`config.mk`:
```
export PLATFORM = sky130hd
export DESIGN_NAME = rbnp_queue
export DESIGN_NICKNAME = d
export VERILOG_FILES = /design/src/rtl/core/ray_box_nearest_pick_defines.svh /design/src/rtl/core/rbnp_pkg.sv /design/src/rtl/core/rbnp_queue.sv
export SDC_FILE = /design/constraint.sdc
export NUM_CORES = 1
export LEC_CHECK = 0
export BUFFER_PORTS_ARGS = -buffer_cell sky130_fd_sc_hd__buf_2
export CAP_MARGIN = 40
export CORE_MARGIN = 2
export CORE_UTILIZATION = 25
export DETAILED_ROUTE_END_ITERATION = 7
export GPL_TIMING_DRIVEN = 0
export HOLD_SLACK_MARGIN = 0.12
export PLACE_DENSITY = 0.42
export SETUP_SLACK_MARGIN = 0.5
export SLEW_MARGIN = 20
export SYNTH_ARGS = -nofsm -noshare
export SYNTH_HDL_FRONTEND = slang
export SYNTH_SLANG_ARGS = --single-unit
```
`constraint.sdc`:
```
create_clock -name clk -period 16.01 [get_ports clk]
set_input_delay 3.202 -clock clk [delete_from_list [all_inputs] [get_ports clk]]
set_output_delay 3.202 -clock clk [all_outputs]
set_load 0.02 [all_outputs]
```
`src/rtl/core/ray_box_nearest_pick_defines.svh`:
```
// Assertion macros for the ray box nearest pick block.
// Included by the RTL files that carry concurrent checks; no other dependencies.
`ifndef RAY_BOX_NEAREST_PICK_DEFINES_SVH
`define RAY_BOX_NEAREST_PICK_DEFINES_SVH
`ifndef SYNTHESIS
`define RBNP_ASSERT(lbl, clk, rstn, prop, msg) \
    lbl: assert property (@(posedge clk) disable iff (!rstn) prop) else $error(msg);
`define RBNP_ASSERT_NEXT(lbl, clk, rstn, pre, post, msg) \
    lbl: assert property (@(posedge clk) disable iff (!rstn) pre |=> post) else $error(msg);
`else
`define RBNP_ASSERT(lbl, clk, rstn, prop, msg)
`define RBNP_ASSERT_NEXT(lbl, clk, rstn, pre, post, msg)
`endif
`endif

```
`src/rtl/core/rbnp_pkg.sv`:
```
// Shared constants, types and state encodings of the ray box nearest pick block.
// No dependencies; every RTL module imports it, the interfaces in rbnp_if.sv do not.
package rbnp_pkg;

    localparam int FRAC_BITS   = 16;
    localparam int MAX_ENTRIES = 1024;
    localparam int DATA_W      = 32;
    localparam int IDX_W       = 10;
    localparam int DIST_W      = 31;
    localparam int CNT_W       = $clog2(MAX_ENTRIES + 1);
    localparam int NUM_W       = DATA_W + FRAC_BITS;
    localparam int UNIT_W      = FRAC_BITS + 1;
    localparam int QUEUE_DEPTH = 4;
    localparam int QPTR_W      = $clog2(QUEUE_DEPTH);

    localparam logic [63:0] EPS_SQ =
        (64'd1 << (2 * FRAC_BITS)) / 64'd10000000000;
    localparam logic [UNIT_W-1:0] DIR_EPS =
        UNIT_W'((64'd1 << FRAC_BITS) / 64'd10000000);
    localparam logic [CNT_W-1:0] CNT_MAX = CNT_W'(MAX_ENTRIES);
    localparam logic [NUM_W-1:0] INV_NUM = NUM_W'(64'd1 << (2 * FRAC_BITS));
    localparam logic [DATA_W-1:0] INV_SAT = 32'h7FFF_FFFF;
    localparam logic signed [32:0] SAT_DIST = {2'b01, 31'd0};

    typedef enum logic {
        KIND_HEADER,
        KIND_BOX
    } item_kind_t;

    typedef struct packed {
        item_kind_t              kind;
        logic                    entry_active;
        logic [2:0][DATA_W-1:0]  a;
        logic [2:0][DATA_W-1:0]  b;
        logic [DATA_W-1:0]       max_distance;
        logic                    maxd_pos;
        logic                    last;
    } rbnp_item_t;

    typedef struct packed {
        logic              query_rejected;
        logic              found;
        logic [IDX_W-1:0]  hit_index;
        logic [DIST_W-1:0] hit_distance;
    } rbnp_result_t;

    typedef enum logic [3:0] {
        ST_IDLE,
        ST_HSQ,
        ST_HCHK,
        ST_HSQRT,
        ST_HUDIV,
        ST_HUWAIT,
        ST_HIDIV,
        ST_HIWAIT,
        ST_BDIFF,
        ST_BMUL,
        ST_BACC,
        ST_BDEC,
        ST_REPORT
    } back_state_t;

endpackage

```
`src/rtl/core/rbnp_queue.sv`:
```
// Short FIFO that decouples the front end from the back end.
// Depends on rbnp_pkg.
module rbnp_queue
    import rbnp_pkg::*;
(
    input  logic        clk,
    input  logic        rst_n,
    input  logic        push,
    input  rbnp_item_t  push_item,
    output logic        full,
    input  logic        pop,
    output logic        not_empty,
    output rbnp_item_t  head
);

    rbnp_item_t          slots_reg [QUEUE_DEPTH];
    logic [QPTR_W-1:0]   wr_ptr_reg;
    logic [QPTR_W-1:0]   rd_ptr_reg;
    logic [QPTR_W:0]     count_reg;
    logic                do_push;
    logic                do_pop;

    assign full      = (count_reg == (QPTR_W+1)'(QUEUE_DEPTH));
    assign not_empty = (count_reg != '0);
    assign head      = slots_reg[rd_ptr_reg];
    assign do_push   = push && !full;
    assign do_pop    = pop && not_empty;

    always_ff @(posedge clk)
    begin
        if (do_push)
        begin
            slots_reg[wr_ptr_reg] <= push_item;
        end
    end

    always_ff @(posedge clk or negedge rst_n)
    begin
        if (!rst_n)
        begin
            wr_ptr_reg <= '0;
            rd_ptr_reg <= '0;
            count_reg  <= '0;
        end
        else
        begin
            if (do_push)
            begin
                wr_ptr_reg <= wr_ptr_reg + 1'b1;
            end
            if (do_pop)
            begin
                rd_ptr_reg <= rd_ptr_reg + 1'b1;
            end
            if (do_push && !do_pop)
            begin
                count_reg <= count_reg + 1'b1;
            end
            else if (do_pop && !do_push)
            begin
                count_reg <= count_reg - 1'b1;
            end
        end
    end

endmodule

```
# [After elaboration in Yosys (flattened, before gate mapping)]
# Memory sizes are Yosys's and may differ from the RTL's.
# Cells that the tools add are included.
[totals] out_inout_bits=230 latchBits=0 memories=1 romBits=0 ramBits=912 regBits=7
[memory_table] name="slots_reg" words=4 width=228 rd=1 rd_clocked_by_memory_dff=0 wr=1 line_no="rbnp_queue.sv:16" rtl="rbnp_item_t slots_reg [QUEUE_DEPTH];"
[classes] div_mod_pow=0 n_reduce_logical=9 bitwise=0 mul=0 order_cmp=0 n_mux=4 shift=0 n_eq_ne=1 n_addsub=4
[op_table] op="2-to-1 mux 3 bit" count=2
[op_table] op="adder 2 x 1 -> 2 bit (second input constant)" count=2
[op_table] op="logical AND 1 bit" count=4
[op_table] op="adder 3 x 1 -> 3 bit (second input constant)" count=1
[op_table] op="equality test 3 bit (second input constant)" count=1
[op_table] op="zero test 1 bit" count=3
[op_table] op="nonzero test 3 bit" count=1
[op_table] op="subtractor 3 x 1 -> 3 bit (second input constant)" count=1
[op_table] op="2-to-1 mux 1 bit" count=2
[op_table] op="nonzero test 2 bit" count=1

# [Depth between registers and ports, before layout]
[depth] depth_word=7 mapped_depth=9 mapped_depth_nobuf=8

# [Least setup slack after synthesis]
# No wires, ideal clock.
[synth_timing] kind="input -> register" startpoint="input port push" endpoint="memory slots_reg[0][0] (netlist name), enable pin" cell_stages=3 arrival_ns=8.665 n_path_buf=1 setup_time_ns=0.617 setup_slack_ns=6.727 path_cell_list="nor2b_1 buf_2 and2_1"
[synth_via] elab_chain_len=3
[synth_lines] element="from (decl)" line_no="rbnp_queue.sv:8" rtl="input logic push,"
[synth_lines] element="logical AND 1 bit" line_no="rbnp_queue.sv:26" rtl="assign do_push = push && !full;"
[synth_lines] element="named net do_push" line_no="rbnp_queue.sv:20" rtl="logic do_push;"
[synth_lines] element="2-to-1 mux 1 bit" line_no="rbnp_queue.sv:31" rtl="if (do_push)"
[synth_lines] element="2-to-1 mux 1 bit (not written as such)" line_no="rbnp_queue.sv:33" rtl="slots_reg[wr_ptr_reg] <= push_item;"
[synth_lines] element="to (decl)" line_no="rbnp_queue.sv:16"
# The timed path passes the listed nets, and every way through them passes these cells.

==> results <==
- The run finished with clean final reports.
- The critical path class is reg2out.
- The warning count from the yosys run is 0.
- The synthesized design spends more area on one cell type than any other, namely sky130_fd_sc_hd__edfxtp_1.
- The mean instance size in the synthesized netlist is 27.3 µm².
- Synthesis produced a netlist whose cell count is 1226.
- The nature of the critical path startpoint is a flop.
- The number of enable-type register cells in the synthesized netlist is 912.
- The growth of design area from synthesis to finish is 24.5%.
- The instance area at placement is 38600 µm².
- The analysis attributes to cell leakage a power of 13.8 nW.
- Summed over all layers, the routed wires come to 79.8 mm.
- The floorplan has 134 rows.
- After clock tree synthesis, the clock-pin slew on the worst setup and hold paths is 60 ps.
- Before antenna repair, the detailed router went through 4 iterations.
- Total power for the finished layout comes to 8.15 mW.
- The ratio of routed vias to standard cells is 4.14.
- The capturing element type of the critical path is an output pin.
- The worst-skew pair later-pin latency is 720 ps.
- The register with the most flip-flops in the layout has 912 of them.
- After the first detailed-routing iteration, the DRC count stood at 860.
- For the pin with the worst max-slew slack, the measured transition is 761 ps.
- Entering global routing, the biggest net connects 41 pins.
- The power per cell area is 196 nW/µm².
- The final-stage net count is 2056.
- Hold repair after CTS inserted 0 buffers.
- The routed wire length per instance is 21.8 µm.
- The aggregate global routing overflow is 0.
- The final estimated routing congestion in global placement is 0.695.
- The half-perimeter wire length after detailed placement is 53.8 mm.
- The first global-routing pass estimated 114 mm of wire.
- With fillers left out, the area of the finished cells amounts to 41700 µm².
- During placement, the flow inserted port buffers numbering 461.
- The maximum clock insertion buffer count is 3.
- Data on the critical path arrives at its endpoint at 2560 ps.
- The initial core utilization is 25.1%.
- The cell with the most instances after synthesis is sky130_fd_sc_hd__edfxtp_1.
- The finished layout holds 3666 standard cells, fillers aside.
- Across all layers, the routed design uses 15.2k vias.
- The post-CTS setup buffer count is 0.
- The final-layout fill cell count is 12.9k.
- Of all nets on the critical path, the largest fanout is 11.
- The class of the tightest hold or removal check is reg2reg.
- The detail route stage leaves a number of antenna-violating nets equal to 0.
- Clock tree synthesis inserted a total of 101 buffers.
- STA puts the critical path data required time at 12810 ps.
- After synthesis, the cell types taking the most area are sky130_fd_sc_hd__edfxtp_1 (82%), sky130_fd_sc_hd__mux4_2 (15%), sky130_fd_sc_hd__buf_12 (0.72%).
- Across the routed clock network, the largest skew measured is 28.8 ps.
- The worst path in the final design needs a cycle of 5770 ps, including I/O delays and setup.
- The netlist uses 22 different library cells.
- VDD sags by at most 0.122 mV.
- The fraction of final layout cells sized beyond drive strength 1 is 47.8%.
- The tightest slew margin relative to the limit is 49.3%.
- The residual DRC count is 0.
- The post-synth net total is 1464.
- Global routing used 11.5% of the available tracks.
- The dominant register cell in the synthesized netlist is sky130_fd_sc_hd__edfxtp_1.
- The floorplan step defined a core boundary enclosing 133000 µm².
- The H-tree was split into 3 levels.
- The count of cells resized by post-cts repair is 0.
- The async set or reset register ratio after synthesis is 0.762%.
- The number of failing hold endpoints at the final stage is 0.
- Setup violations remaining at the end of the flow were counted as 0.
- The sum of negative setup slack is 0 ps.
- The top cell type's share of synthesized area is 81.8%.
- The maximum clock frequency is 173 MHz.
- The buffer type at the clock tree root is sky130_fd_sc_hd__clkbuf_16.
- The via count of the first global-routing pass was 16.5k.
- The post-synthesis sequential area ratio is 82.4%.
- Setup repair after global routing left no endpoint under its margin.
- The cell area after technology mapping is 33500 µm².
- The post-route clock period utilization is 36.0%.
- Across the run, the number of max-cap violations was 0.
- The number of register bits inferred by synthesis is 919.
- From left edge to right edge, the die measures 370 µm.
- The die covers 137000 µm².
- The TritonCTS clock tree is done.
- The die height is 370 µm.
- 462 I/O pins were placed.
- For this run, the share of the core covered by cells in the final layout is 31.3%.
- After detailed placement, the design holds a cell count of 3483.
- The number of slew-limit violations in the final report was 0.
- For this design, the sink count on the clock tree is 919.
- By count the netlist is led by sky130_fd_sc_hd__edfxtp_1 (912), sky130_fd_sc_hd__mux4_2 (228), sky130_fd_sc_hd__buf_2 (25).
- The initial antenna violation count is 26.
cell families after synthesis:
family / synth area share (%)
xor gates and xnor gates: 0.157
DFF: 82.4
adders and majority gates: 0.247
and+or+nand+nor: 0.172
buffers and inverters: 1.65
muxes: 15.4
worst max-delay path: stages (launching register included):
cell and delay [ps]:
sky130_fd_sc_hd__dfrtp_1 390, sky130_fd_sc_hd__clkbuf_2 420, sky130_fd_sc_hd__buf_2 440, sky130_fd_sc_hd__mux4_2 380
sky130_fd_sc_hd__buf_2 210
layout by cell type, fill, tap and decap left out, types with 2 or more instances in the layout:
cell type / count
sky130_fd_sc_hd__clkinv_1: 27
sky130_fd_sc_hd__dfrtp_1: 7
sky130_fd_sc_hd__buf_12: 25
sky130_fd_sc_hd__edfxtp_1: 912
sky130_fd_sc_hd__clkbuf_1: 21
sky130_fd_sc_hd__mux2_2: 2
sky130_fd_sc_hd__xnor2_1: 4
sky130_fd_sc_hd__and2_4: 4
sky130_fd_sc_hd__inv_1: 3
sky130_fd_sc_hd__diode_2: 6
sky130_fd_sc_hd__buf_6: 4
sky130_fd_sc_hd__bufinv_16: 3
sky130_fd_sc_hd__clkinv_8: 4
sky130_fd_sc_hd__ha_1: 5
sky130_fd_sc_hd__buf_16: 13
sky130_fd_sc_hd__inv_6: 3
sky130_fd_sc_hd__clkbuf_16: 101
sky130_fd_sc_hd__buf_2: 486
sky130_fd_sc_hd__mux4_2: 228
sky130_fd_sc_hd__xor2_1: 2
sky130_fd_sc_hd__buf_8: 9
sky130_fd_sc_hd__clkinvlp_4: 5
sky130_fd_sc_hd__clkinv_2: 14
layer usage:
layer | global-route usage (%) | up-vias | wire [µm] | share of wire, %
met4 | 3.29 | 36 | 1580 | 2.0
met5 | 0 | - | 232 | 0.29
met2 | 18.9 | 394 | 39300 | 49
li1 | - | 6561 | - | -
met3 | 4.91 | 137 | 6870 | 8.6
met1 | 13.9 | 8062 | 31900 | 40
worst paths after layout:
check | from | endpoint | slack (ps) | depth (start not counted)
min reg2reg | count_reg[2] | count_reg[2] | 490 | 1
min | count_reg[2] | count_reg[2] | 490 | 1
max | rd_ptr_reg[1] | head[129] | 10240 | 4
max reg2reg | count_reg[2] | slots_reg[0][102] | 13160 | 7
min in group asynchronous | rst_n | count_reg[0] | 2340 | 1
max in group asynchronous | rst_n | rd_ptr_reg[1] | 13510 | 1
per-stage QoR:
stage | worst slack, ps | hold WS (ps)
2_1_floorplan | 6730 | 447
3_3_place_gp | 981 | 468
3_5_place_dp | 10350 | 474
4_1_cts | 9950 | 484
5_1_grt | 9930 | 517
6_report | 10240 | 486
final cells by class:
class / count / area [µm²] / area share [%]
clock buffers: 120 / 2600 / 6.24
diodes: 6 / 15.0 / 0.0360
plain buffers: 52 / 543 / 1.30
flip-flops and latches: 919 / 27600 / 66.2
multi-input cells: 252 / 5360 / 12.9
repair buffers: 489 / 2950 / 7.08
inverters: 3 / 11.3 / 0.0270
well taps: 1768 / 2210 / 5.31
clock inverters: 57 / 410 / 0.985
where the power goes:
group	switching [mW]	internal (mW)	leakage [nW]
Combinational	1.67	1.10	3.95
Clock	0.919	1.20	1.46
Sequential	0.0870	3.17	8.44
No activity file was read; power rests on OpenSTA's default activity.
