### src/rtl/core/ray_box_nearest_pick_defines.svh
// Assertion macros for the ray box nearest pick block.
// Included by the RTL files that carry concurrent checks; no other dependencies.
`ifndef RAY_BOX_NEAREST_PICK_DEFINES_SVH
`define RAY_BOX_NEAREST_PICK_DEFINES_SVH
`ifndef SYNTHESIS
`define RBNP_ASSERT(lbl, clk, rstn, prop, msg) \
    lbl: assert property (@(posedge clk) disable iff (!rstn) prop) else $error(msg);
`define RBNP_ASSERT_NEXT(lbl, clk, rstn, pre, post, msg) \
    lbl: assert property (@(posedge clk) disable iff (!rstn) pre |=> post) else $error(msg);
`else
`define RBNP_ASSERT(lbl, clk, rstn, prop, msg)
`define RBNP_ASSERT_NEXT(lbl, clk, rstn, pre, post, msg)
`endif
`endif

### src/rtl/core/rbnp_pkg.sv
// Shared constants, types and state encodings of the ray box nearest pick block.
// No dependencies; every RTL module imports it, the interfaces in rbnp_if.sv do not.
package rbnp_pkg;

    localparam int FRAC_BITS   = 16;
    localparam int MAX_ENTRIES = 1024;
    localparam int DATA_W      = 32;
    localparam int IDX_W       = 10;
    localparam int DIST_W      = 31;
    localparam int CNT_W       = $clog2(MAX_ENTRIES + 1);
    localparam int NUM_W       = DATA_W + FRAC_BITS;
    localparam int UNIT_W      = FRAC_BITS + 1;
    localparam int QUEUE_DEPTH = 4;
    localparam int QPTR_W      = $clog2(QUEUE_DEPTH);

    localparam logic [63:0] EPS_SQ =
        (64'd1 << (2 * FRAC_BITS)) / 64'd10000000000;
    localparam logic [UNIT_W-1:0] DIR_EPS =
        UNIT_W'((64'd1 << FRAC_BITS) / 64'd10000000);
    localparam logic [CNT_W-1:0] CNT_MAX = CNT_W'(MAX_ENTRIES);
    localparam logic [NUM_W-1:0] INV_NUM = NUM_W'(64'd1 << (2 * FRAC_BITS));
    localparam logic [DATA_W-1:0] INV_SAT = 32'h7FFF_FFFF;
    localparam logic signed [32:0] SAT_DIST = {2'b01, 31'd0};

    typedef enum logic {
        KIND_HEADER,
        KIND_BOX
    } item_kind_t;

    typedef struct packed {
        item_kind_t              kind;
        logic                    entry_active;
        logic [2:0][DATA_W-1:0]  a;
        logic [2:0][DATA_W-1:0]  b;
        logic [DATA_W-1:0]       max_distance;
        logic                    maxd_pos;
        logic                    last;
    } rbnp_item_t;

    typedef struct packed {
        logic              query_rejected;
        logic              found;
        logic [IDX_W-1:0]  hit_index;
        logic [DIST_W-1:0] hit_distance;
    } rbnp_result_t;

    typedef enum logic [3:0] {
        ST_IDLE,
        ST_HSQ,
        ST_HCHK,
        ST_HSQRT,
        ST_HUDIV,
        ST_HUWAIT,
        ST_HIDIV,
        ST_HIWAIT,
        ST_BDIFF,
        ST_BMUL,
        ST_BACC,
        ST_BDEC,
        ST_REPORT
    } back_state_t;

endpackage

### src/rtl/core/rbnp_if.sv
// Channel interfaces of the ray box nearest pick block: input words and result words.
// Plain valid/ready channels; no dependencies.
interface rbnp_in_if;
    logic        valid;
    logic        ready;
    logic        func;
    logic        entry_active;
    logic [31:0] ax;
    logic [31:0] ay;
    logic [31:0] az;
    logic [31:0] bx;
    logic [31:0] by;
    logic [31:0] bz;
    logic [31:0] max_distance;
    logic        last;

    modport source (output valid, func, entry_active, ax, ay, az, bx, by, bz,
                    max_distance, last, input ready);
    modport sink (input valid, func, entry_active, ax, ay, az, bx, by, bz,
                  max_distance, last, output ready);
endinterface


### src/rtl/core/rbnp_front.sv
// Front end: accepts input words and classifies them into queue entries.
// Depends on rbnp_pkg and rbnp_in_if.
module rbnp_front
    import rbnp_pkg::*;
(
    rbnp_in_if.sink     items,
    input  logic        full,
    output logic        push,
    output rbnp_item_t  item
);

    assign items.ready = !full;
    assign push        = items.valid && !full;

    always_comb
    begin
        item.kind         = items.func ? KIND_BOX : KIND_HEADER;
        item.entry_active = items.entry_active;
        item.a            = {items.az, items.ay, items.ax};
        item.b            = {items.bz, items.by, items.bx};
        item.max_distance = items.max_distance;
        // A header limit must be strictly positive to open a query.
        item.maxd_pos     = !items.max_distance[DATA_W-1] && (|items.max_distance);
        item.last         = items.last;
    end

endmodule

### src/flat_wrapper.sv
// flat-port wrapper written by rule: the top's interface ports become plain ports
module rbnp_front_flat import rbnp_pkg::*;
  (full, push, item, items_valid, items_func, items_entry_active, items_ax, items_ay, items_az, items_bx, items_by, items_bz, items_max_distance, items_last, items_ready);
  rbnp_in_if items_i ();
  input  logic full;
  output logic push;
  output rbnp_item_t item;
  input wire logic [$bits(items_i.valid)-1:0] items_valid;
  input wire logic [$bits(items_i.func)-1:0] items_func;
  input wire logic [$bits(items_i.entry_active)-1:0] items_entry_active;
  input wire logic [$bits(items_i.ax)-1:0] items_ax;
  input wire logic [$bits(items_i.ay)-1:0] items_ay;
  input wire logic [$bits(items_i.az)-1:0] items_az;
  input wire logic [$bits(items_i.bx)-1:0] items_bx;
  input wire logic [$bits(items_i.by)-1:0] items_by;
  input wire logic [$bits(items_i.bz)-1:0] items_bz;
  input wire logic [$bits(items_i.max_distance)-1:0] items_max_distance;
  input wire logic [$bits(items_i.last)-1:0] items_last;
  output wire logic [$bits(items_i.ready)-1:0] items_ready;
  assign items_i.valid = items_valid;
  assign items_i.func = items_func;
  assign items_i.entry_active = items_entry_active;
  assign items_i.ax = items_ax;
  assign items_i.ay = items_ay;
  assign items_i.az = items_az;
  assign items_i.bx = items_bx;
  assign items_i.by = items_by;
  assign items_i.bz = items_bz;
  assign items_i.max_distance = items_max_distance;
  assign items_i.last = items_last;
  assign items_ready = items_i.ready;
  rbnp_front u_core (.items(items_i), .full(full), .push(push), .item(item));
endmodule
### config.mk
export PLATFORM = sky130hd
export DESIGN_NAME = rbnp_front_flat
export DESIGN_NICKNAME = d
export VERILOG_FILES = /design/src/rtl/core/ray_box_nearest_pick_defines.svh /design/src/rtl/core/rbnp_pkg.sv /design/src/rtl/core/rbnp_if.sv /design/src/rtl/core/rbnp_front.sv /design/src/flat_wrapper.sv
export SDC_FILE = /design/constraint.sdc
export NUM_CORES = 1
export LEC_CHECK = 0
export ABC_AREA = 1
export ABC_CLOCK_PERIOD_IN_PS = 1400
export BUFFER_PORTS_ARGS = -buffer_cell sky130_fd_sc_hd__buf_2
export CAP_MARGIN = 10
export CORE_AREA = 2 2 176 178
export DETAILED_ROUTE_END_ITERATION = 10
export DIE_AREA = 0 0 178 180
export SETUP_SLACK_MARGIN = 0.3
export SLEW_MARGIN = 20
export SYNTH_ARGS = -nofsm -noshare
export SYNTH_HDL_FRONTEND = slang
export SYNTH_SLANG_ARGS = --single-unit
### constraint.sdc
create_clock -name vclk -period 1.4
set_input_delay 0.21 -clock vclk [all_inputs]
set_output_delay 0.21 -clock vclk [all_outputs]
set_load 0.02 [all_outputs]
# Yosys cells after proc, flatten, opt, wreduce, memory -nomap -nowiden
# Cells that the tools add are included.
[op_classes]
n_addsub = 0
mul = 0
n_div = 0
magnitude_cmp = 0
eq_ne = 0
shifts = 0
n_mux = 1
bitwise_logic = 0
n_reduce_logical = 5
[op_table]
columns = ["op", "count"]
rows = [
  ["OR reduction 32 bit", 1],
  ["logical AND 1 bit", 2],
  ["logical NOT 1 bit", 2],
  ["two-way mux 1 bit", 1],
]
[word_totals]
ff_bits = 0
latchBits = 0
mem_bits_rw = 0
mem_bits_ro = 0
inputBits = 229
output_inout_bits = 230
word_cells = 6
mem_count = 0

# Depth between registers and ports, before layout
# Gate-level depths: netlist of run 1.
[depth]
ltp_word = 2
ltp_mapped = 6
mapped_depth_nobuf = 6

# Least setup slack after synthesis of run 1
# No wires, ideal clock.
[synth_timing]
path_kind = "in2out"
startpoint = "input items_max_distance[23]"
endpoint = "output item[1] (netlist name)"
t_arrival_ps = 694
t_required_ps = 1190
setup_slack_ps = 496
cell_stages = 6
n_path_buf = 0
cell_sequence = "nor2_1 > nand2_1 > nor2_2 > nand2_1 > nor2_1 > nor2_1"
[synth_rtl]
columns = ["element", "line_no", "text"]
rows = [
  ["start, declared", "flat_wrapper.sv:17", "input wire logic [$bits(items_i.max_distance)-1:0] items_max_distance;"],
  ["end, declared", "flat_wrapper.sv:7", "output rbnp_item_t item;"],
]

==> results.ini, run 1 <==
[outcome]
status = finished clean

[synthesis]
synth_fp_nets = 491
syn_area_per_cell_um2 = 7.02
synth_top_area_share_pct = 92.6
syn_area_um2 = 1840
ys_seq_area_share_pct = 0
synthTopCellsByArea = buf_4 (93%), nor2_1 (4.3%), nand2_1 (2.0%)
synth_cell_type_count = 5
yosys.area.top_type = buf_4
syn_inst = 262
yosys_warnings = 0

[drt]
route.vias.total = 891
dr.pass1.iters = 2
post_drt_wl_per_cell_um = 14.6
drc = 0
drt_iter0_drc = 1
via_per_inst = 1.78
drtAntennaViolNets = 0
wirelength_um = 7320

[cells_and_area]
areaGrowthSynthToFinish_pct = -39.7
drive_gt1_share_pct = 77.9
register_area_um2 = 0
seq_cell_count = 0
nFillCells = 3595
nClkBuffers = 0
layout_common_cells = buf_2 (56), nor2_1 (14), buf_6 (12)
diodes = 0
multi_input_area_um2 = 184
final_common_cell = buf_2
nets = 335

[power]
p_sw_uw = 136
p_comb_share_pct = 100.0
clock_power_share_pct = 0
p_int_uw = 104
ir_worst_vdd_mv = 0.0292
pwr-share-seq_pct = 0
p_per_area_nw_per_um2 = 216
swShare_pct = 56.6
total_leakage_power_nw = 0.367

[grt]
grt_pass1_vias = 890
grt_pass1_wl_um = 7910
met2_usage_pct = 5.95
overflow = 0
grt_use_met1_pct = 1.31
grt_use_total_pct = 3.84
grt_use_met3_pct = 4.91
grt_busiest_layer = met2
grt_max_degree = 4
antenna_found_initial = 0

[floorplan]
dieWidth_um = 178
fp-row-count = 64
core_area_um2 = 30200
fp.dieArea_um2 = 32000
die_h_um = 180
ioPinCount = 459
start_util_pct = 6.10

[critical_path]
critPathSlowestCell = buf_4
end_kind = primary output
cpPeakStageDelay_ns = 0.15
crit_chain = buf_6 -> nor2_4 -> nand2_4 -> nor2_2 -> nand2_1 -> nor2_1 -> nor2_1 -> buf_4
worst-path-max-fanout = 2
critPathKind = in2out
cp_data_arrival_time_ns = 0.94
crit_path_frequent_cell = nor2_1
critical_path_buf_inv_count = 2
crit_required_ns = 1.19
start_kind = input port
critPathTopFamily = simple AND/OR/NAND/NOR gates

[timing]
period_minus_slack_ns = 1.15
tns_ns = 0
rsz0062_at_grt = true
tightest_slew_ns = 0.139
setup_viol = 0
period_share_pct = 82.4
timing.slew.headroom_pct = 90.8
max_clock_freq_mhz = 867
whs_ns = 0.420
finalHoldViolCount = 0
slew_violations = 0

[placed_design]
dp_hpwl_um = 6460
io_buffers = 69
gp_congestion = 0.468

[min_path]
hp-class = in2out

[run]
maxCapViolCount = 0

[clock_tree]
post_cts.repair.setup_buffers = 0
hold_buffers = 0

[cell families after synthesis]
family                 count (synthesis)  share of synthesized area, %
and+or+nand+nor                       33                          7.00
buffers and inverters                229                          93.0
[Yosys cell counts]
| cell type | n |
|---|---|
| buf_4 | 227 |
| nor2_1 | 21 |
| nand2_1 | 10 |
| inv_1 | 2 |
| nor2_2 | 2 |
[power by group through the flow]
stage	Clock (mW)	Combinational [mW]	Sequential, mW
final	0	0.240	0
after global placement	0	0.201	0
after global routing	0	0.260	0
after CTS	0	0.221	0
after floorplan	0	0.969	0
after detailed placement	0	0.203	0
[what timing repair did]
| action | in CTS | in global routing |
|---|---|---|
| endpoints found under the setup margin | 1 | 1 |
| pin swaps | 13 | 16 |
| resized for setup | 14 | 17 |
[path summary, 6_finish.rpt]
kind	startpoint	to	cells after the start	slack [ns]
worst max-delay path	items_max_distance[25]	item[1]	8	0.25
worst min-delay path	items_ay[29]	item[191]	0	0.42
[stage by stage]
| stage | worst slack [ns] | utilization (%) | instances | power, mW | area, µm² |
|---|---|---|---|---|---|
| after floorplan | 0.496 | - | 262 | 0.969 | 1840 |
| after global placement | 0.159 | 3.24 | 500 | 0.201 | 977 |
| after detailed placement | 0.145 | 3.24 | 500 | 0.203 | 977 |
| after CTS | 0.219 | 3.44 | 500 | 0.221 | 1040 |
| after global routing | 0.222 | 3.68 | 500 | 0.260 | 1110 |
| final | 0.246 | 3.68 | 500 | 0.240 | 1110 |
[layer usage]
layer | routed length [µm] | vias up
met4 | 966 | 2
met2 | 3080 | 244
met1 | 1050 | 290
li1 | - | 243
met3 | 2220 | 112
met5 | 16 | -
[layout make-up]
cell class | instances | area share (%)
Tap cell | 396 | 44.6
Timing Repair Buffer | 69 | 38.1
Multi-Input combinational cell | 33 | 16.6
Inverter | 2 | 0.676
Power figures use the tool's default switching activity.
==> run 2, diff against run 1 <==
--- a/config.mk
+++ b/config.mk
@@ -6,12 +6,12 @@
 export NUM_CORES = 1
 export LEC_CHECK = 0
 export ABC_AREA = 1
-export ABC_CLOCK_PERIOD_IN_PS = 1400
+export ABC_CLOCK_PERIOD_IN_PS = 1200
 export BUFFER_PORTS_ARGS = -buffer_cell sky130_fd_sc_hd__buf_2
 export CAP_MARGIN = 10
-export CORE_AREA = 2 2 176 178
+export CORE_AREA = 2 2 180 182
 export DETAILED_ROUTE_END_ITERATION = 10
-export DIE_AREA = 0 0 178 180
+export DIE_AREA = 0 0 182 184
 export SETUP_SLACK_MARGIN = 0.3
 export SLEW_MARGIN = 20
 export SYNTH_ARGS = -nofsm -noshare
==> constraint.sdc (replaced) <==
create_clock -name vclk -period 1.2
set_input_delay 0.18 -clock vclk [all_inputs]
set_output_delay 0.18 -clock vclk [all_outputs]
set_load 0.02 [all_outputs]
==> run 2 against run 1 <==
  * Worst hold slack got worse by 0.060 ns
  * Largest power group unchanged
  * First-iteration DRC count increased to 12 times the previous value
  * Global-route usage is 0.87 points higher
  * Combinational power grew 20%
  * Design area increased by 2.7%
  * Via count down 2.7%
==> results.ini, run 2 (same netlist as run 1, synthesis figures left out) <==
[timing]
tns_ns = 0  ; unchanged
period_share_pct = 93.2
timing.slew.headroom_pct = 90.8  ; about the same
period_minus_slack_ns = 1.12
rsz0062_at_grt = true
slew_violations = 0  ; unchanged
setup_viol = 0  ; unchanged
max_clock_freq_mhz = 894
fin_ws_ns = 0.0814  ; -0.165 ns
finalHoldViolCount = 0  ; unchanged
whs_ns = 0.360  ; -0.0600 ns
tightest_slew_ns = 0.138  ; -0.000362 ns

[run]
maxCapViolCount = 0  ; unchanged

[critical_path]
crit_chain = buf_6 -> nor2_2 -> nand2_2 -> nor2_2 -> nand2_2 -> nor2_2 -> nor2_1 -> buf_4
worst-path-max-fanout = 2  ; unchanged
critPathKind = in2out
crit_required_ns = 1.02  ; -0.17 ns
start_kind = input port
end_kind = primary output
critical_path_buf_inv_count = 2  ; unchanged
critPathTopFamily = simple AND/OR/NAND/NOR gates
crit_path_frequent_cell = nor2_2
critPathSlowestCell = buf_4
cpPeakStageDelay_ns = 0.15  ; about the same
cp_data_arrival_time_ns = 0.94  ; about the same

[power]
p_per_area_nw_per_um2 = 252  ; +17%
finalPower_uw = 288  ; +20%
ir_worst_vdd_mv = 0.0585  ; +100%
total_leakage_power_nw = 0.362  ; -1.4%

[floorplan]
dieWidth_um = 182  ; +2.2%
die_h_um = 184  ; +2.2%
core_area_um2 = 31400  ; +4.0%
fp-row-count = 65  ; +1.6%
start_util_pct = 5.86  ; -0.23 points
ioPinCount = 459  ; unchanged
fp.dieArea_um2 = 33500  ; +4.5%

[cells_and_area]
layout_common_cells = buf_2 (58), nor2_2 (12), buf_6 (8)
nets = 336  ; +0.30%
register_area_um2 = 0  ; unchanged
drive_gt1_share_pct = 87.6  ; +9.7 points
finalNonFillerCells = 507  ; +1.4%
seq_cell_count = 0  ; unchanged
final_core_util_pct = 3.63  ; -0.045 points
final_common_cell = buf_2
diodes = 0  ; unchanged
nClkBuffers = 0  ; unchanged
stdcell_area_um2 = 1140  ; +2.7%
areaGrowthSynthToFinish_pct = -38.1
nFillCells = 3761  ; +4.6%

[drt]
route.vias.total = 867  ; -2.7%
via_per_inst = 1.71  ; -4.0%
drt_iter0_drc = 12  ; +11
drtAntennaViolNets = 0  ; unchanged
post_drt_wl_per_cell_um = 18.0  ; +23%
drc = 0  ; unchanged
wirelength_um = 9130  ; +25%
dr.pass1.iters = 4  ; +2

[grt]
grt_max_degree = 4  ; unchanged
antenna_found_initial = 0  ; unchanged
grt_pass1_wl_um = 9920  ; +25%
grt_use_total_pct = 4.71  ; +0.87 points
overflow = 0  ; unchanged
grt_pass1_vias = 891  ; +0.11%

[placed_design]
dp_cells = 506  ; +1.2%
io_buffers = 69  ; unchanged
dp_hpwl_um = 8290  ; +28%
place_area_um2 = 985  ; +0.77%
gp_congestion = 0.545  ; +17%
pre_cts_ws_ns = 0.0214  ; -0.124 ns

[outcome]
status = finished clean

[min_path]
hp-class = in2out
hold_start = items_az[3]
hold-path-cell-count = 0  ; unchanged
whs_endpoint = item[197]

[clock_tree]
hold_buffers = 0  ; unchanged

run 2: cell count changes in the layout (fill, tap and decap cells not counted), sizes merged:
cell,delta
buf,+1
run 2: metal layers:
layer / part of all wire [%] / up-vias / wire [µm] / global-route usage [%]
met5: 0 / - / 0 / 0
met4: 7.3 / 0 / 664 / 3.35
met3: 36 / 62 / 3320 / 7.90
met2: 48 / 264 / 4360 / 8.27
met1: 8.6 / 296 / 786 / 0.893
li1: - / 245 / - / -
run 2: repair_timing:
item,4_1_cts,5_1_grt
endpoints found under the setup margin,1,1
setup buffers,1,0
gates resized for setup,5,34
pin swaps,9,17
run 2: how the worst max path moves through the flow:
stage / from / cells after the start / endpoint / slack (ns)
after floorplan: items_max_distance[23] / 6 / item[1] / 0.36
after global placement: items_max_distance[27] / 8 / item[1] / 0.05
after detailed placement: items_max_distance[23] / 8 / item[1] / 0.02
after CTS: items_max_distance[26] / 8 / item[1] / 0.05
after global routing: items_max_distance[11] / 8 / item[1] / 0.02
final: items_max_distance[28] / 8 / item[1] / 0.08
run 2: layout make-up:
type / instances / area (µm²) / area share, %
tap: 402 / 503 / 44.1
timing repair buffer: 70 / 425 / 37.3
multi-input combinational: 33 / 204 / 17.9
inverter: 2 / 7.51 / 0.659
run 2: where the power goes:
group / total [mW] / leakage, nW / internal [mW] / switching [mW]
registers: 0 / 0 / 0 / 0
logic: 0.288 / 0.362 / 0.123 / 0.164
clock network: 0 / 0 / 0 / 0
==> run 3, diff against run 2 <==
--- a/config.mk
+++ b/config.mk
@@ -12,6 +12,7 @@
 export CORE_AREA = 2 2 180 182
 export DETAILED_ROUTE_END_ITERATION = 10
 export DIE_AREA = 0 0 182 184
+export RECOVER_POWER = 100
 export SETUP_SLACK_MARGIN = 0.3
 export SLEW_MARGIN = 20
 export SYNTH_ARGS = -nofsm -noshare
==> constraint.sdc (replaced) <==
create_clock -name vclk -period 1.2
set_input_delay 0.18 -clock vclk [all_inputs]
set_output_delay 0.18 -clock vclk [all_outputs]
set_load 0.005 [all_outputs]
==> run 3 against run 2 <==
  * Sequential cell count did not move
  * Routed wire length rose by 0.16%
  * First-iteration DRC count fell by 8.3%
  * Utilization fell by 0.17 points
  * Via count fell by 0.81%
  * Critical path type unchanged
==> results.ini, run 3 (same netlist as run 1, synthesis figures left out) <==
[min_path]
hold_start = items_ax[23]
hp-class = in2out

[floorplan]
fp.dieArea_um2 = 33500  ; unchanged
fp-row-count = 65  ; unchanged
start_util_pct = 5.86  ; unchanged
dieWidth_um = 182  ; unchanged
core_area_um2 = 31400  ; unchanged
ioPinCount = 459  ; unchanged
die_h_um = 184  ; unchanged

[timing]
tightest_slew_ns = 0.151  ; +0.0132 ns
setup_viol = 0  ; unchanged
tns_ns = 0  ; unchanged
period_minus_slack_ns = 1.09  ; -0.0257 ns
slew_violations = 0  ; unchanged
timing.slew.headroom_pct = 89.9  ; -0.94 points
finalHoldViolCount = 0  ; unchanged
max_clock_freq_mhz = 915  ; +2.4%
rsz0062_at_grt = true
period_share_pct = 91.1  ; -2.1 points

[grt]
grt_max_degree = 4  ; unchanged
antenna_found_initial = 0  ; unchanged
overflow = 0  ; unchanged
grt_pass1_wl_um = 9920  ; unchanged
grt_use_total_pct = 4.71  ; unchanged
grt_pass1_vias = 891  ; unchanged

[cells_and_area]
nFillCells = 3774  ; +0.35%
diodes = 0  ; unchanged
layout_common_cells = buf_2 (36), clkbuf_1 (26), nor2_2 (12)
drive_gt1_share_pct = 62.9  ; -25 points
final_common_cell = buf_2
final_core_util_pct = 3.46  ; -0.17 points
register_area_um2 = 0  ; unchanged
finalNonFillerCells = 507  ; unchanged
seq_cell_count = 0  ; unchanged
nClkBuffers = 0  ; unchanged
nets = 336  ; unchanged
areaGrowthSynthToFinish_pct = -41.0

[drt]
drtAntennaViolNets = 0  ; unchanged
route.vias.total = 860  ; -0.81%
wirelength_um = 9150  ; +0.16%
post_drt_wl_per_cell_um = 18.0  ; +0.16%
dr.pass1.iters = 4  ; unchanged
via_per_inst = 1.70  ; -0.81%
drt_iter0_drc = 11  ; -1
drc = 0  ; unchanged

[critical_path]
cpPeakStageDelay_ns = 0.12  ; -0.03 ns
critPathTopFamily = simple AND/OR/NAND/NOR gates
critPathSlowestCell = nor2_2
crit_required_ns = 1.02  ; about the same
end_kind = primary output
crit_path_frequent_cell = nor2_2
critPathKind = in2out
startpoint = items_max_distance[28]
start_kind = input port
critical_path_buf_inv_count = 2  ; unchanged
worst-path-max-fanout = 2  ; unchanged
crit_chain = clkbuf_1 -> nor2_2 -> nand2_2 -> nor2_2 -> nand2_2 -> nor2_2 -> nor2_1 -> buf_2
cp_data_arrival_time_ns = 0.91  ; -0.03 ns

[power]
finalPower_uw = 197  ; -32%
p_per_area_nw_per_um2 = 181  ; -28%
ir_worst_vdd_mv = 0.0381  ; -35%
total_leakage_power_nw = 0.282  ; -22%

[run]
maxCapViolCount = 0  ; unchanged

[placed_design]
dp_cells = 506  ; unchanged
dp_hpwl_um = 8290  ; unchanged
io_buffers = 69  ; unchanged
gp_congestion = 0.545  ; unchanged

[clock_tree]
hold_buffers = 0  ; unchanged

[outcome]
status = finished clean

-- run 3: path summary, 6_finish.rpt --
check | end | slack [ns] | cells past startpoint
min | item[153] | 0.36 | 0
max | item[1] | 0.11 | 8
-- run 3: metrics by stage --
| step | hold WS, ns | area, µm² | setup WS (ns) |
|---|---|---|---|
| after global placement | 0.360 | 985 | 0.0782 |
| after global routing | 0.360 | 1090 | 0.0571 |
| after CTS | 0.360 | 1010 | 0.0795 |
| after floorplan | 0.387 | 1840 | 0.430 |
| final | 0.360 | 1090 | 0.107 |
| after detailed placement | 0.360 | 985 | 0.0539 |
-- run 3: layout make-up --
| cell class | count | area [µm²] | share of cell area [%] |
|---|---|---|---|
| well taps | 402 | 503 | 46.3 |
| multi-input cells | 33 | 204 | 18.8 |
| inverters | 2 | 7.51 | 0.691 |
| repair buffers | 70 | 372 | 34.2 |
-- run 3: power by group --
group	switching [mW]	leakage, nW	total, mW	internal [mW]
sequential	0	0	0	0
combinational	0.0940	0.282	0.197	0.103
clock	0	0	0	0
-- run 3: repair_timing --
| action | CTS | global route |
|---|---|---|
| setup endpoints to repair | 1 | 1 |
| resized for setup | 4 | 34 |
| setup buffers | 1 | 0 |
| pin swaps | 9 | 17 |
-- run 3: metal layers --
| layer | vias to the layer above | routed length (µm) | share of wire [%] | global-route usage, % |
|---|---|---|---|---|
| met5 | - | 0 | 0 | 0 |
| met4 | 0 | 663 | 7.2 | 3.35 |
| met3 | 62 | 3340 | 36 | 7.90 |
| li1 | 245 | - | - | - |
| met1 | 289 | 791 | 8.6 | 0.893 |
| met2 | 264 | 4360 | 48 | 8.27 |
